$ cat src/rtl/core/hlc_pkg.sv
// Shared types and constants for the XY homing and hard-limit controller.
// No dependencies; every other file in rtl/core refers to it by scoped names.
`default_nettype none

package hlc_pkg;

    // Field widths
    localparam int SEARCH_W = 24;
    localparam int PULL_W   = 20;
    localparam int LOW_W    = 16;
    localparam int WAIT_W   = 22;
    localparam int MODE_W   = 4;
    localparam int ADDR_W   = 5;
    localparam int DATA_W   = 32;

    // Register indexes (byte address = 4 * index)
    localparam logic [2:0] REG_SEARCH_X = 3'd0;
    localparam logic [2:0] REG_SEARCH_Y = 3'd1;
    localparam logic [2:0] REG_PULL_X   = 3'd2;
    localparam logic [2:0] REG_PULL_Y   = 3'd3;
    localparam logic [2:0] REG_STEP_LOW = 3'd4;
    localparam logic [2:0] REG_SETTLE   = 3'd5;
    localparam logic [2:0] REG_DWELL    = 3'd6;
    localparam logic [2:0] REG_MODE     = 3'd7;

    // Register reset values
    localparam logic [SEARCH_W-1:0] RST_SEARCH = 24'd40000;
    localparam logic [PULL_W-1:0]   RST_PULL   = 20'd400;
    localparam logic [LOW_W-1:0]    RST_LOW    = 16'd900;
    localparam logic [WAIT_W-1:0]   RST_SETTLE = 22'd200000;
    localparam logic [WAIT_W-1:0]   RST_DWELL  = 22'd3000000;
    localparam logic [MODE_W-1:0]   RST_MODE   = 4'd8;

    // Mode flag bit positions
    localparam int MODE_X_NEG  = 0;
    localparam int MODE_Y_NEG  = 1;
    localparam int MODE_Z_CONT = 2;
    localparam int MODE_HARD   = 3;

    // Command codes
    localparam logic [1:0] FUNC_TICK  = 2'd0;
    localparam logic [1:0] FUNC_START = 2'd1;
    localparam logic [1:0] FUNC_CLEAR = 2'd2;

    // Result codes
    localparam logic [1:0] RC_OK     = 2'd0;
    localparam logic [1:0] RC_FAIL_X = 2'd1;
    localparam logic [1:0] RC_FAIL_Y = 2'd2;

    typedef enum logic [3:0] {
        PH_IDLE     = 4'd0,
        PH_SEARCH_X = 4'd1,
        PH_SETTLE   = 4'd2,
        PH_SEARCH_Y = 4'd3,
        PH_DWELL    = 4'd4,
        PH_PULL_X   = 4'd5,
        PH_PULL_Y   = 4'd6
    } phase_t;

    typedef struct packed {
        logic [SEARCH_W-1:0] search_steps_x;
        logic [SEARCH_W-1:0] search_steps_y;
        logic [PULL_W-1:0]   pulloff_steps_x;
        logic [PULL_W-1:0]   pulloff_steps_y;
        logic [LOW_W-1:0]    step_low_ticks;
        logic [WAIT_W-1:0]   settle_ticks;
        logic [WAIT_W-1:0]   dwell_ticks;
        logic [MODE_W-1:0]   mode_flags;
    } cfg_t;

    typedef struct packed {
        logic [1:0] func;
        logic [1:0] cycle_mask;
        logic       pin_x;
        logic       pin_y;
        logic       pin_z;
    } item_t;

    typedef struct packed {
        logic       step_x;
        logic       step_y;
        logic       dir_x;
        logic       dir_y;
        logic       drivers_enabled;
        logic       busy;
        logic       done;
        logic [1:0] code;
        logic       zero_position;
        logic       hard_alarm;
        logic       stop_request;
        logic [2:0] switch_state;
    } res_t;

    // Handshake status from the flow stage to the engine and top level
    typedef struct packed {
        logic adv;
        logic in_valid;
        logic out_valid;
    } flow_t;

endpackage

`default_nettype wire

$ cat src/rtl/core/hlc_regs.sv
// APB-style configuration register file for the homing controller.
// Depends on hlc_pkg for register indexes, widths and reset values.
`default_nettype none

module hlc_regs (
    input  wire logic                       aclk,
    input  wire logic                       aresetn,
    input  wire logic                       psel,
    input  wire logic                       penable,
    input  wire logic                       pwrite,
    input  wire logic [hlc_pkg::ADDR_W-1:0] paddr,
    input  wire logic [hlc_pkg::DATA_W-1:0] pwdata,
    output logic      [hlc_pkg::DATA_W-1:0] prdata,
    output logic                            pready,
    output hlc_pkg::cfg_t                   cfg
);

    hlc_pkg::cfg_t cfg_reg;
    hlc_pkg::cfg_t cfg_next;
    logic [2:0]    idx;
    logic          wr_en;

    assign idx    = paddr[hlc_pkg::ADDR_W-1:2];
    assign wr_en  = psel && penable && pwrite;
    assign pready = 1'b1;
    assign cfg    = cfg_reg;

    always_comb begin
        cfg_next = cfg_reg;
        if (wr_en) begin
            case (idx)
                hlc_pkg::REG_SEARCH_X: cfg_next.search_steps_x  = pwdata[hlc_pkg::SEARCH_W-1:0];
                hlc_pkg::REG_SEARCH_Y: cfg_next.search_steps_y  = pwdata[hlc_pkg::SEARCH_W-1:0];
                hlc_pkg::REG_PULL_X:   cfg_next.pulloff_steps_x = pwdata[hlc_pkg::PULL_W-1:0];
                hlc_pkg::REG_PULL_Y:   cfg_next.pulloff_steps_y = pwdata[hlc_pkg::PULL_W-1:0];
                hlc_pkg::REG_STEP_LOW: cfg_next.step_low_ticks  = pwdata[hlc_pkg::LOW_W-1:0];
                hlc_pkg::REG_SETTLE:   cfg_next.settle_ticks    = pwdata[hlc_pkg::WAIT_W-1:0];
                hlc_pkg::REG_DWELL:    cfg_next.dwell_ticks     = pwdata[hlc_pkg::WAIT_W-1:0];
                hlc_pkg::REG_MODE:     cfg_next.mode_flags      = pwdata[hlc_pkg::MODE_W-1:0];
                default:               cfg_next = cfg_reg;
            endcase
        end
    end

    always_comb begin
        case (idx)
            hlc_pkg::REG_SEARCH_X: prdata = hlc_pkg::DATA_W'(cfg_reg.search_steps_x);
            hlc_pkg::REG_SEARCH_Y: prdata = hlc_pkg::DATA_W'(cfg_reg.search_steps_y);
            hlc_pkg::REG_PULL_X:   prdata = hlc_pkg::DATA_W'(cfg_reg.pulloff_steps_x);
            hlc_pkg::REG_PULL_Y:   prdata = hlc_pkg::DATA_W'(cfg_reg.pulloff_steps_y);
            hlc_pkg::REG_STEP_LOW: prdata = hlc_pkg::DATA_W'(cfg_reg.step_low_ticks);
            hlc_pkg::REG_SETTLE:   prdata = hlc_pkg::DATA_W'(cfg_reg.settle_ticks);
            hlc_pkg::REG_DWELL:    prdata = hlc_pkg::DATA_W'(cfg_reg.dwell_ticks);
            hlc_pkg::REG_MODE:     prdata = hlc_pkg::DATA_W'(cfg_reg.mode_flags);
            default:               prdata = '0;
        endcase
    end

    always_ff @(posedge aclk) begin
        if (!aresetn) begin
            cfg_reg.search_steps_x  <= hlc_pkg::RST_SEARCH;
            cfg_reg.search_steps_y  <= hlc_pkg::RST_SEARCH;
            cfg_reg.pulloff_steps_x <= hlc_pkg::RST_PULL;
            cfg_reg.pulloff_steps_y <= hlc_pkg::RST_PULL;
            cfg_reg.step_low_ticks  <= hlc_pkg::RST_LOW;
            cfg_reg.settle_ticks    <= hlc_pkg::RST_SETTLE;
            cfg_reg.dwell_ticks     <= hlc_pkg::RST_DWELL;
            cfg_reg.mode_flags      <= hlc_pkg::RST_MODE;
        end else begin
            cfg_reg <= cfg_next;
        end
    end

endmodule

`default_nettype wire

$ cat src/rtl/core/hlc_flow.sv
// Input register and handshake control for the homing controller.
// Depends on hlc_pkg for the input word and flow status types.
`default_nettype none

module hlc_flow (
    input  wire logic           aclk,
    input  wire logic           aresetn,
    input  wire logic           s_valid,
    output logic                s_ready,
    input  wire hlc_pkg::item_t s_item,
    input  wire logic           m_ready,
    output hlc_pkg::item_t      item_q,
    output hlc_pkg::flow_t      flow
);

    logic           in_valid_reg;
    logic           in_valid_next;
    logic           out_valid_reg;
    logic           out_valid_next;
    hlc_pkg::item_t item_reg;
    logic           adv;
    logic           take;

    // Advance the held word when the result slot is free or draining
    assign adv     = in_valid_reg && (!out_valid_reg || m_ready);
    assign s_ready = !in_valid_reg || adv;
    assign take    = s_valid && s_ready;
    assign item_q  = item_reg;

    assign flow.adv       = adv;
    assign flow.in_valid  = in_valid_reg;
    assign flow.out_valid = out_valid_reg;

    always_comb begin
        in_valid_next = in_valid_reg;
        if (take) begin
            in_valid_next = 1'b1;
        end else if (adv) begin
            in_valid_next = 1'b0;
        end
    end

    always_comb begin
        out_valid_next = out_valid_reg;
        if (adv) begin
            out_valid_next = 1'b1;
        end else if (m_ready) begin
            out_valid_next = 1'b0;
        end
    end

    always_ff @(posedge aclk) begin
        if (!aresetn) begin
            in_valid_reg  <= 1'b0;
            out_valid_reg <= 1'b0;
        end else begin
            in_valid_reg  <= in_valid_next;
            out_valid_reg <= out_valid_next;
        end
    end

    always_ff @(posedge aclk) begin
        if (take) begin
            item_reg <= s_item;
        end
    end

endmodule

`default_nettype wire

$ cat src/rtl/core/hlc_engine.sv
// Homing sequencer and hard-limit monitor: state registers and one tick of work.
// Depends on hlc_pkg for phase, config, input word and result types.
`default_nettype none

module hlc_engine #(
    parameter int STEP_HIGH_TICKS = 8,
    parameter int COUNT_WIDTH     = 24
) (
    input  wire logic           aclk,
    input  wire logic           aresetn,
    input  wire logic           adv,
    input  wire hlc_pkg::item_t item,
    input  wire hlc_pkg::cfg_t  cfg,
    output hlc_pkg::res_t       res_next
);

    localparam int WW = hlc_pkg::WAIT_W;
    localparam int SW = hlc_pkg::SEARCH_W;

    hlc_pkg::phase_t        phase_reg, phase_next;
    logic [1:0]             axis_reg, axis_next;
    logic [COUNT_WIDTH-1:0] step_reg, step_next;
    logic [WW-1:0]          wait_reg, wait_next;
    logic                   alarm_reg, alarm_next;
    logic                   drive_reg, drive_next;
    logic                   dirx_reg, dirx_next;
    logic                   diry_reg, diry_next;

    logic                   px, py, pz;
    logic [2:0]             sw;
    logic [2:0]             watched;
    logic                   hit;
    logic                   start;
    logic                   wz;
    logic [WW-1:0]          wait_dec;
    logic                   level;
    logic [WW-1:0]          pulse_wait;
    logic [SW-1:0]          limit_raw;
    logic [COUNT_WIDTH-1:0] limit_cap;
    logic                   at_limit;
    logic                   x_neg, y_neg;

    assign px         = ~item.pin_x;
    assign py         = ~item.pin_y;
    assign pz         = ~item.pin_z;
    assign sw         = {pz, py, px};
    assign watched    = cfg.mode_flags[hlc_pkg::MODE_Z_CONT] ? 3'b011 : 3'b111;
    assign hit        = cfg.mode_flags[hlc_pkg::MODE_HARD] && (|(sw & watched));
    assign start      = (item.func == hlc_pkg::FUNC_START);
    assign x_neg      = cfg.mode_flags[hlc_pkg::MODE_X_NEG];
    assign y_neg      = cfg.mode_flags[hlc_pkg::MODE_Y_NEG];
    assign wz         = (wait_reg == '0);
    assign wait_dec   = wait_reg - WW'(1);
    assign level      = (wait_dec >= WW'(cfg.step_low_ticks));
    assign pulse_wait = WW'(STEP_HIGH_TICKS) + WW'(cfg.step_low_ticks) - WW'(1);

    // Step limit for the active phase
    always_comb begin
        case (phase_reg)
            hlc_pkg::PH_SEARCH_X: limit_raw = cfg.search_steps_x;
            hlc_pkg::PH_SEARCH_Y: limit_raw = cfg.search_steps_y;
            hlc_pkg::PH_PULL_X:   limit_raw = SW'(cfg.pulloff_steps_x);
            hlc_pkg::PH_PULL_Y:   limit_raw = SW'(cfg.pulloff_steps_y);
            default:              limit_raw = '0;
        endcase
    end

    // Saturate the limit to what the step counter can reach
    generate
        if (COUNT_WIDTH >= SW) begin : g_cap_wide
            assign limit_cap = COUNT_WIDTH'(limit_raw);
        end else begin : g_cap_narrow
            assign limit_cap = (|limit_raw[SW-1:COUNT_WIDTH]) ? {COUNT_WIDTH{1'b1}}
                                                             : limit_raw[COUNT_WIDTH-1:0];
        end
    endgenerate

    assign at_limit = (step_reg >= limit_cap);

    // Next state
    always_comb begin
        phase_next = phase_reg;
        axis_next  = axis_reg;
        step_next  = step_reg;
        wait_next  = wait_reg;
        alarm_next = alarm_reg;
        drive_next = drive_reg;
        dirx_next  = dirx_reg;
        diry_next  = diry_reg;
        if (item.func == hlc_pkg::FUNC_CLEAR) begin
            alarm_next = 1'b0;
        end
        case (phase_reg)
            hlc_pkg::PH_IDLE: begin
                if (start) begin
                    alarm_next = 1'b0;
                    drive_next = 1'b1;
                    axis_next  = item.cycle_mask;
                    step_next  = '0;
                    if (item.cycle_mask[0]) begin
                        phase_next = hlc_pkg::PH_SEARCH_X;
                        wait_next  = '0;
                    end else begin
                        phase_next = hlc_pkg::PH_SETTLE;
                        wait_next  = cfg.settle_ticks;
                    end
                end else if (hit) begin
                    alarm_next = 1'b1;
                end
            end
            hlc_pkg::PH_SEARCH_X: begin
                if (!wz) begin
                    wait_next = wait_dec;
                end else if (px) begin
                    phase_next = hlc_pkg::PH_SETTLE;
                    wait_next  = cfg.settle_ticks;
                end else if (at_limit) begin
                    phase_next = hlc_pkg::PH_IDLE;
                end else begin
                    dirx_next = x_neg;
                    step_next = step_reg + COUNT_WIDTH'(1);
                    wait_next = pulse_wait;
                end
            end
            hlc_pkg::PH_SETTLE: begin
                if (!wz) begin
                    wait_next = wait_dec;
                end else if (axis_reg[1]) begin
                    phase_next = hlc_pkg::PH_SEARCH_Y;
                    step_next  = '0;
                end else if (px && py) begin
                    phase_next = hlc_pkg::PH_DWELL;
                    wait_next  = cfg.dwell_ticks;
                end else begin
                    phase_next = hlc_pkg::PH_IDLE;
                end
            end
            hlc_pkg::PH_SEARCH_Y: begin
                if (!wz) begin
                    wait_next = wait_dec;
                end else if (py) begin
                    if (px) begin
                        phase_next = hlc_pkg::PH_DWELL;
                        wait_next  = cfg.dwell_ticks;
                    end else begin
                        phase_next = hlc_pkg::PH_IDLE;
                    end
                end else if (at_limit) begin
                    phase_next = hlc_pkg::PH_IDLE;
                end else begin
                    diry_next = y_neg;
                    step_next = step_reg + COUNT_WIDTH'(1);
                    wait_next = pulse_wait;
                end
            end
            hlc_pkg::PH_DWELL: begin
                if (!wz) begin
                    wait_next = wait_dec;
                end else begin
                    step_next = '0;
                    wait_next = '0;
                    if (axis_reg[0]) begin
                        phase_next = hlc_pkg::PH_PULL_X;
                    end else if (axis_reg[1]) begin
                        phase_next = hlc_pkg::PH_PULL_Y;
                    end else begin
                        phase_next = hlc_pkg::PH_IDLE;
                    end
                end
            end
            hlc_pkg::PH_PULL_X: begin
                if (!wz) begin
                    wait_next = wait_dec;
                end else if (at_limit) begin
                    step_next  = '0;
                    wait_next  = '0;
                    phase_next = axis_reg[1] ? hlc_pkg::PH_PULL_Y : hlc_pkg::PH_IDLE;
                end else begin
                    dirx_next = ~x_neg;
                    step_next = step_reg + COUNT_WIDTH'(1);
                    wait_next = pulse_wait;
                end
            end
            hlc_pkg::PH_PULL_Y: begin
                if (!wz) begin
                    wait_next = wait_dec;
                end else if (at_limit) begin
                    phase_next = hlc_pkg::PH_IDLE;
                end else begin
                    diry_next = ~y_neg;
                    step_next = step_reg + COUNT_WIDTH'(1);
                    wait_next = pulse_wait;
                end
            end
            default: begin
                phase_next = hlc_pkg::PH_IDLE;
            end
        endcase
    end

    // Result word
    always_comb begin
        res_next                 = '0;
        res_next.dir_x           = dirx_next;
        res_next.dir_y           = diry_next;
        res_next.drivers_enabled = drive_next;
        res_next.busy            = (phase_next != hlc_pkg::PH_IDLE);
        res_next.hard_alarm      = alarm_next;
        res_next.switch_state    = sw;
        case (phase_reg)
            hlc_pkg::PH_IDLE: begin
                res_next.stop_request = !start && hit;
            end
            hlc_pkg::PH_SEARCH_X: begin
                if (!wz) begin
                    res_next.step_x = level;
                end else if (!px) begin
                    if (at_limit) begin
                        res_next.done = 1'b1;
                        res_next.code = hlc_pkg::RC_FAIL_X;
                    end else begin
                        res_next.step_x = 1'b1;
                    end
                end
            end
            hlc_pkg::PH_SETTLE: begin
                if (wz && !axis_reg[1] && !(px && py)) begin
                    res_next.done = 1'b1;
                    res_next.code = hlc_pkg::RC_FAIL_Y;
                end
            end
            hlc_pkg::PH_SEARCH_Y: begin
                if (!wz) begin
                    res_next.step_y = level;
                end else if (py) begin
                    if (!px) begin
                        res_next.done = 1'b1;
                        res_next.code = hlc_pkg::RC_FAIL_Y;
                    end
                end else if (at_limit) begin
                    res_next.done = 1'b1;
                    res_next.code = hlc_pkg::RC_FAIL_Y;
                end else begin
                    res_next.step_y = 1'b1;
                end
            end
            hlc_pkg::PH_DWELL: begin
                if (wz && (axis_reg == 2'b00)) begin
                    res_next.done          = 1'b1;
                    res_next.code          = hlc_pkg::RC_OK;
                    res_next.zero_position = 1'b1;
                end
            end
            hlc_pkg::PH_PULL_X: begin
                if (!wz) begin
                    res_next.step_x = level;
                end else if (at_limit) begin
                    if (!axis_reg[1]) begin
                        res_next.done          = 1'b1;
                        res_next.code          = hlc_pkg::RC_OK;
                        res_next.zero_position = 1'b1;
                    end
                end else begin
                    res_next.step_x = 1'b1;
                end
            end
            hlc_pkg::PH_PULL_Y: begin
                if (!wz) begin
                    res_next.step_y = level;
                end else if (at_limit) begin
                    res_next.done          = 1'b1;
                    res_next.code          = hlc_pkg::RC_OK;
                    res_next.zero_position = 1'b1;
                end else begin
                    res_next.step_y = 1'b1;
                end
            end
            default: begin
                res_next.stop_request = 1'b0;
            end
        endcase
    end

    always_ff @(posedge aclk) begin
        if (!aresetn) begin
            phase_reg <= hlc_pkg::PH_IDLE;
            axis_reg  <= '0;
            step_reg  <= '0;
            wait_reg  <= '0;
            alarm_reg <= 1'b0;
            drive_reg <= 1'b0;
            dirx_reg  <= 1'b0;
            diry_reg  <= 1'b0;
        end else if (adv) begin
            phase_reg <= phase_next;
            axis_reg  <= axis_next;
            step_reg  <= step_next;
            wait_reg  <= wait_next;
            alarm_reg <= alarm_next;
            drive_reg <= drive_next;
            dirx_reg  <= dirx_next;
            diry_reg  <= diry_next;
        end
    end

`ifndef SYNTHESIS
    // Leaving a homing phase for idle always reports an end pulse
    a_end_pulse: assert property (@(posedge aclk) disable iff (!aresetn)
        adv && (phase_reg != hlc_pkg::PH_IDLE) && (phase_next == hlc_pkg::PH_IDLE)
        |-> res_next.done)
        else $error("homing left busy without done pulse");

    // The monitor stays quiet while homing runs
    a_no_stop_busy: assert property (@(posedge aclk) disable iff (!aresetn)
        adv && (phase_reg != hlc_pkg::PH_IDLE) |-> !res_next.stop_request)
        else $error("stop request raised during homing");

    // A start from idle enables drivers and clears the alarm
    a_start_arms: assert property (@(posedge aclk) disable iff (!aresetn)
        adv && (phase_reg == hlc_pkg::PH_IDLE) && start
        |=> drive_reg && !alarm_reg && (phase_reg != hlc_pkg::PH_IDLE))
        else $error("start did not arm the homing cycle");

    // A zero-position pulse only accompanies a successful end
    a_zero_ok: assert property (@(posedge aclk) disable iff (!aresetn)
        adv && res_next.zero_position
        |-> res_next.done && (res_next.code == hlc_pkg::RC_OK) && !res_next.busy)
        else $error("zero pulse without ok completion");
`endif

endmodule

`default_nettype wire

$ cat src/rtl/core/xy_homing_and_hard_limit_controller_unit.sv
// XY homing and hard-limit controller, top level.
// A word held in the input register moves on to the result register once the result slot is free.
// Throughput: one word per cycle while the sink is ready; the input register and result register overlap.
// Every word finishes in a single pass through the sequencer's next-state logic.
// Reset (aresetn low, synchronous): phase idle, counters, alarm and drivers cleared,
// registers back to their defaults, both channels empty.
`default_nettype none

module xy_homing_and_hard_limit_controller_unit #(
    parameter int STEP_HIGH_TICKS = 8,
    parameter int COUNT_WIDTH     = 24
) (
    input  wire logic                       aclk,
    input  wire logic                       aresetn,

    // Configuration port
    input  wire logic                       psel,
    input  wire logic                       penable,
    input  wire logic                       pwrite,
    input  wire logic [hlc_pkg::ADDR_W-1:0] paddr,
    input  wire logic [hlc_pkg::DATA_W-1:0] pwdata,
    output logic      [hlc_pkg::DATA_W-1:0] prdata,
    output logic                            pready,

    // Input words: one tick or command each
    input  wire logic                       s_valid,
    output logic                            s_ready,
    input  wire logic [1:0]                 s_func,
    input  wire logic [1:0]                 s_cycle_mask,
    input  wire logic                       s_pin_x,
    input  wire logic                       s_pin_y,
    input  wire logic                       s_pin_z,

    // Result words
    output logic                            m_valid,
    input  wire logic                       m_ready,
    output logic                            m_step_x,
    output logic                            m_step_y,
    output logic                            m_dir_x,
    output logic                            m_dir_y,
    output logic                            m_drivers_enabled,
    output logic                            m_busy_res,
    output logic                            m_done_res,
    output logic [1:0]                      m_result_code,
    output logic                            m_zero_position,
    output logic                            m_hard_alarm,
    output logic                            m_stop_request,
    output logic [2:0]                      m_switch_state
);

    hlc_pkg::cfg_t  cfg;
    hlc_pkg::item_t s_item;
    hlc_pkg::item_t item_q;
    hlc_pkg::flow_t flow;
    hlc_pkg::res_t  res_next;
    hlc_pkg::res_t  res_reg;

    // Gather the payload ports into one input word
    assign s_item.func       = s_func;
    assign s_item.cycle_mask = s_cycle_mask;
    assign s_item.pin_x      = s_pin_x;
    assign s_item.pin_y      = s_pin_y;
    assign s_item.pin_z      = s_pin_z;

    // Register file; the user must write it only while no word is in flight (the block does not enforce this)
    hlc_regs u_regs (
        .aclk    (aclk),
        .aresetn (aresetn),
        .psel    (psel),
        .penable (penable),
        .pwrite  (pwrite),
        .paddr   (paddr),
        .pwdata  (pwdata),
        .prdata  (prdata),
        .pready  (pready),
        .cfg     (cfg)
    );

    // Input register and handshake: advance a word whenever the result slot frees up
    hlc_flow u_flow (
        .aclk    (aclk),
        .aresetn (aresetn),
        .s_valid (s_valid),
        .s_ready (s_ready),
        .s_item  (s_item),
        .m_ready (m_ready),
        .item_q  (item_q),
        .flow    (flow)
    );

    // Sequencer: state moves on only when the word advances
    hlc_engine #(
        .STEP_HIGH_TICKS (STEP_HIGH_TICKS),
        .COUNT_WIDTH     (COUNT_WIDTH)
    ) u_engine (
        .aclk     (aclk),
        .aresetn  (aresetn),
        .adv      (flow.adv),
        .item     (item_q),
        .cfg      (cfg),
        .res_next (res_next)
    );

    // Result register: load on advance, hold while the sink stalls
    always_ff @(posedge aclk) begin
        if (flow.adv) begin
            res_reg <= res_next;
        end
    end

    assign m_valid           = flow.out_valid;
    assign m_step_x          = res_reg.step_x;
    assign m_step_y          = res_reg.step_y;
    assign m_dir_x           = res_reg.dir_x;
    assign m_dir_y           = res_reg.dir_y;
    assign m_drivers_enabled = res_reg.drivers_enabled;
    assign m_busy_res        = res_reg.busy;
    assign m_done_res        = res_reg.done;
    assign m_result_code     = res_reg.code;
    assign m_zero_position   = res_reg.zero_position;
    assign m_hard_alarm      = res_reg.hard_alarm;
    assign m_stop_request    = res_reg.stop_request;
    assign m_switch_state    = res_reg.switch_state;

endmodule

`default_nettype wire

$ cat config.mk
export PLATFORM = sky130hd
export DESIGN_NAME = xy_homing_and_hard_limit_controller_unit
export DESIGN_NICKNAME = d
export VERILOG_FILES = /design/src/rtl/core/hlc_pkg.sv /design/src/rtl/core/hlc_regs.sv /design/src/rtl/core/hlc_flow.sv /design/src/rtl/core/hlc_engine.sv /design/src/rtl/core/xy_homing_and_hard_limit_controller_unit.sv
export SDC_FILE = /design/constraint.sdc
export NUM_CORES = 1
export LEC_CHECK = 0
export BUFFER_PORTS_ARGS = -buffer_cell sky130_fd_sc_hd__buf_2
export CELL_PAD_IN_SITES_DETAIL_PLACEMENT = 0
export CELL_PAD_IN_SITES_GLOBAL_PLACEMENT = 2
export CORE_UTILIZATION = 39
export DETAILED_ROUTE_END_ITERATION = 8
export GPL_TIMING_DRIVEN = 0
export PLACE_DENSITY_LB_ADDON = 0.1
export SLEW_MARGIN = 40
export SYNTH_ARGS = -nofsm -noshare
export SYNTH_HDL_FRONTEND = slang
export SYNTH_SLANG_ARGS = --single-unit
$ cat constraint.sdc
create_clock -name aclk -period 12.3 [get_ports aclk]
set_input_delay 3.69 -clock aclk [delete_from_list [all_inputs] [get_ports aclk]]
set_output_delay 3.69 -clock aclk [all_outputs]
set_load 0.02 [all_outputs]
==> run metrics <==
status finished, final reports clean; Synth Area in Simple Gates 0.239; slowest CP cell buf_1; Power Internal 1470 uW; logic gate share of total power 0.212; Synth Flop Type dfxtp_1; final wirelength 59,700 um; Tcrit/Tclk final 0.863; Final ANT Viol Nets 0; Post-synth EDFFs 22; count leader, synth nand2_1; critical path fanouts, max 10; CTS buffer count 28; die area 0.0365 mm2; Num Clock Sinks 232; GRT Total Usage 0.323; CTS tree yes; Top delay family on crit path buffers and inverters; initial DRC count 1,763; Synth Area in XOR/XNOR 0.0396; WHS Endpoint u_engine.alarm_reg; worst flop-to-flop path startpoint u_engine.phase_reg[2]; largest family of logic cells by synthesized area simple AND/OR/NAND/NOR gates; Reg2Reg Depth 18; first-pass iteration count of the detailed router 6; VDD IR-drop max 0.0000975 V; Final Setup Violations 0; setup_tns 0 ps; Synth top area share 0.302; global-route wire length before repair 86,700 um; synthesized flop and latch total 232; synthesized area per cell 7.74 um2; CP Launch Type input port; Synth top cells by count 385 x nand2_1, 210 x dfxtp_1, 201 x a21oi_1, 110 x nor2_1, 108 x clkbuf_1; reg2reg end m_busy_res; Std-Cell Rows 68; post-synth cell types 81; NetSw 691 uW; Reg power frac 0.367; diode count 0; # fillers 3,585; WS Path Type in2out; Slew @ Worst Pin 901 ps; storage element area 0.00486 mm2; Longest Clk Path Bufs 3; clk_lat worst skew 590 ps; Multi-input gate area 0.00837 mm2; Avg WL per Cell 25.0 um; area leader, netlist dfxtp_1; I/O pins 101; hold buffer count at CTS 0; DP HPWL 44,600 um; multiplexer share of the synthesized area 0.0519; share of layout cells above drive strength 1 0.111; initial antenna violation count 1; Post-CTS Setup Bufs 0; worst rel slew slack 0.399; Starting Density 0.400; sequential element share of the synthesized area 0.349; Ys Warns 0; asr flop ratio synth 0; Pwr per Cell Area 135 mW/mm2; P_leak 0.00582 uW; Critical path buffers and inverters 5; Nets 2,008; max reg flops 152; crit path DAT 6920 ps; routability cong. 0.946; GRT overflow 0; Synth area leaders dfxtp_1 30%, nand2_1 10%, a21oi_1 7.2%, edfxtp_1 4.7%, ha_1 4.0%; Clock transition at path regs 60 ps; unrepaired setup endpoints after global routing false; Critical Path End Type primary output; Port Buf Inserts 75; width of the die 191 um; H-tree lvl count 1; CTS resizes 0; Worst R2R Setup Slack 5980 ps; Final Hold Viols 0; vias per cell 6.05; max-slew violations 0; worst min path class reg2reg; CTS root buffer clkbuf_16; DRC errors left 0; largest net degree at the start of global routing 23; Net Sw Frac 0.320; via count of the first global-routing pass 13.2k; Syn Inst Count 1,800; via count 14.5k; clock power share 0.420; Final Critical Period 10,610 ps; Max Freq 94.2 MHz; max_cap viols 0; mapped cell area 0.0139 mm2; Min Hold Slack 457 ps; Hold Startpoint u_engine.alarm_reg; Final Skew 21.9 ps; CP cell instances clkbuf_1 -> buf_2 -> clkbuf_1 -> buf_1 -> o21ai_0 -> mux2_2 -> buf_2; die height 191 um; Hold Crit Depth 2; WP data required 8610 ps; core area 0.0348 mm2; worst stage delay on the critical path 690 ps; area delta synth->final 14.7%; post-synthesis adder-cell area fraction 0.0395; compound-cell area share of the yosys netlist 0.225
==> per-stage QoR <==
step           cell area [um2]  utilization  total power, uW  instances  setup slack (ps)
2_1_floorplan            14000            -             1090       1807              2840
3_3_place_gp             14900        0.428             1250       2337              1520
3_5_place_dp             14900        0.430             1260       2338              1850
4_1_cts                  16000        0.458             2160       2389              1850
5_1_grt                  16000        0.459             2230       2389              1670
6_report                 16000        0.459             2160       2389              1690
==> layer usage <==
layer  GRT usage  part of all wire  vias to the layer above
met5           0                 0                        -
met4       0.160             0.051                        0
met3      0.0397             0.070                      155
met2       0.508              0.45                      674
met1       0.437              0.43                     6950
li1            -                 -                     6679
==> placed cells by master (no fill, tap or decap), types with 9 or more instances in the layout <==
cell type | synthesis | layout
a221oi_1 | 19 | 19
clkbuf_16 | 0 | 29
and3_1 | 21 | 21
buf_4 | 15 | 15
nand4_1 | 24 | 24
a21oi_1 | 201 | 201
nor2_1 | 110 | 109
nand2_1 | 385 | 385
nand3_1 | 64 | 64
ha_1 | 44 | 44
clkbuf_1 | 108 | 111
a22o_1 | 9 | 9
nor3_1 | 25 | 22
a222oi_1 | 21 | 21
xnor2_1 | 34 | 34
buf_2 | 9 | 87
mux4_2 | 15 | 15
xor2_1 | 29 | 29
clkbuf_2 | 5 | 9
edfxtp_1 | 22 | 22
dfxtp_1 | 210 | 210
o211ai_1 | 16 | 16
mux2i_1 | 25 | 25
a211oi_1 | 16 | 16
o21ai_0 | 89 | 89
nand2b_1 | 11 | 11
a22oi_1 | 14 | 14
nor4_1 | 11 | 9
a31oi_1 | 18 | 18
conb_1 | 2 | 9
inv_1 | 38 | 38
or3_1 | 13 | 13
mux2_2 | 12 | 12
a21boi_0 | 21 | 21
==> power groups by stage <==
stage	Sequential [uW]	Clock (uW)	Combinational (uW)
after floorplan	810	0	285
after global placement	810	0	444
after detailed placement	810	0	446
after CTS	794	919	448
after global routing	796	946	488
final	794	908	459
==> how the worst max path moves through the flow <==
stage,startpoint,end,depth (start not counted)
floorplan,paddr[2],prdata[20],6
global placement,paddr[2],prdata[6],7
detailed placement,paddr[2],prdata[6],7
CTS,paddr[2],prdata[6],7
global route,paddr[2],prdata[6],7
finish,paddr[2],prdata[6],7
==> cell type report <==
cell class | count | share of cell area
inverters | 39 | 0.00917
flip-flops and latches | 232 | 0.305
plain buffers | 147 | 0.0397
multi-input cells | 1389 | 0.524
clock inverters | 10 | 0.0114
repair buffers | 76 | 0.0238
clock buffers | 41 | 0.0514
well taps | 455 | 0.0357
==> worst min-delay path, stage by stage (launching register included) <==
cell and delay (ps):
dfxtp_1 310, nand2_1 50, a21oi_1 50
==> kinds of logic (layout without fill, tap and decap cells) <==
family | count (synthesis) | after routing
AO/OA/AOI/OAI | 497 | 497
XOR/XNOR | 63 | 63
adder cells (fa/ha/maj) | 44 | 44
buffers and inverters | 186 | 313
flip-flops | 232 | 232
multiplexers | 52 | 52
other | 2 | 9
AND/OR/NAND/NOR | 724 | 724
Note: power is estimated with default switching activity, not from simulation.
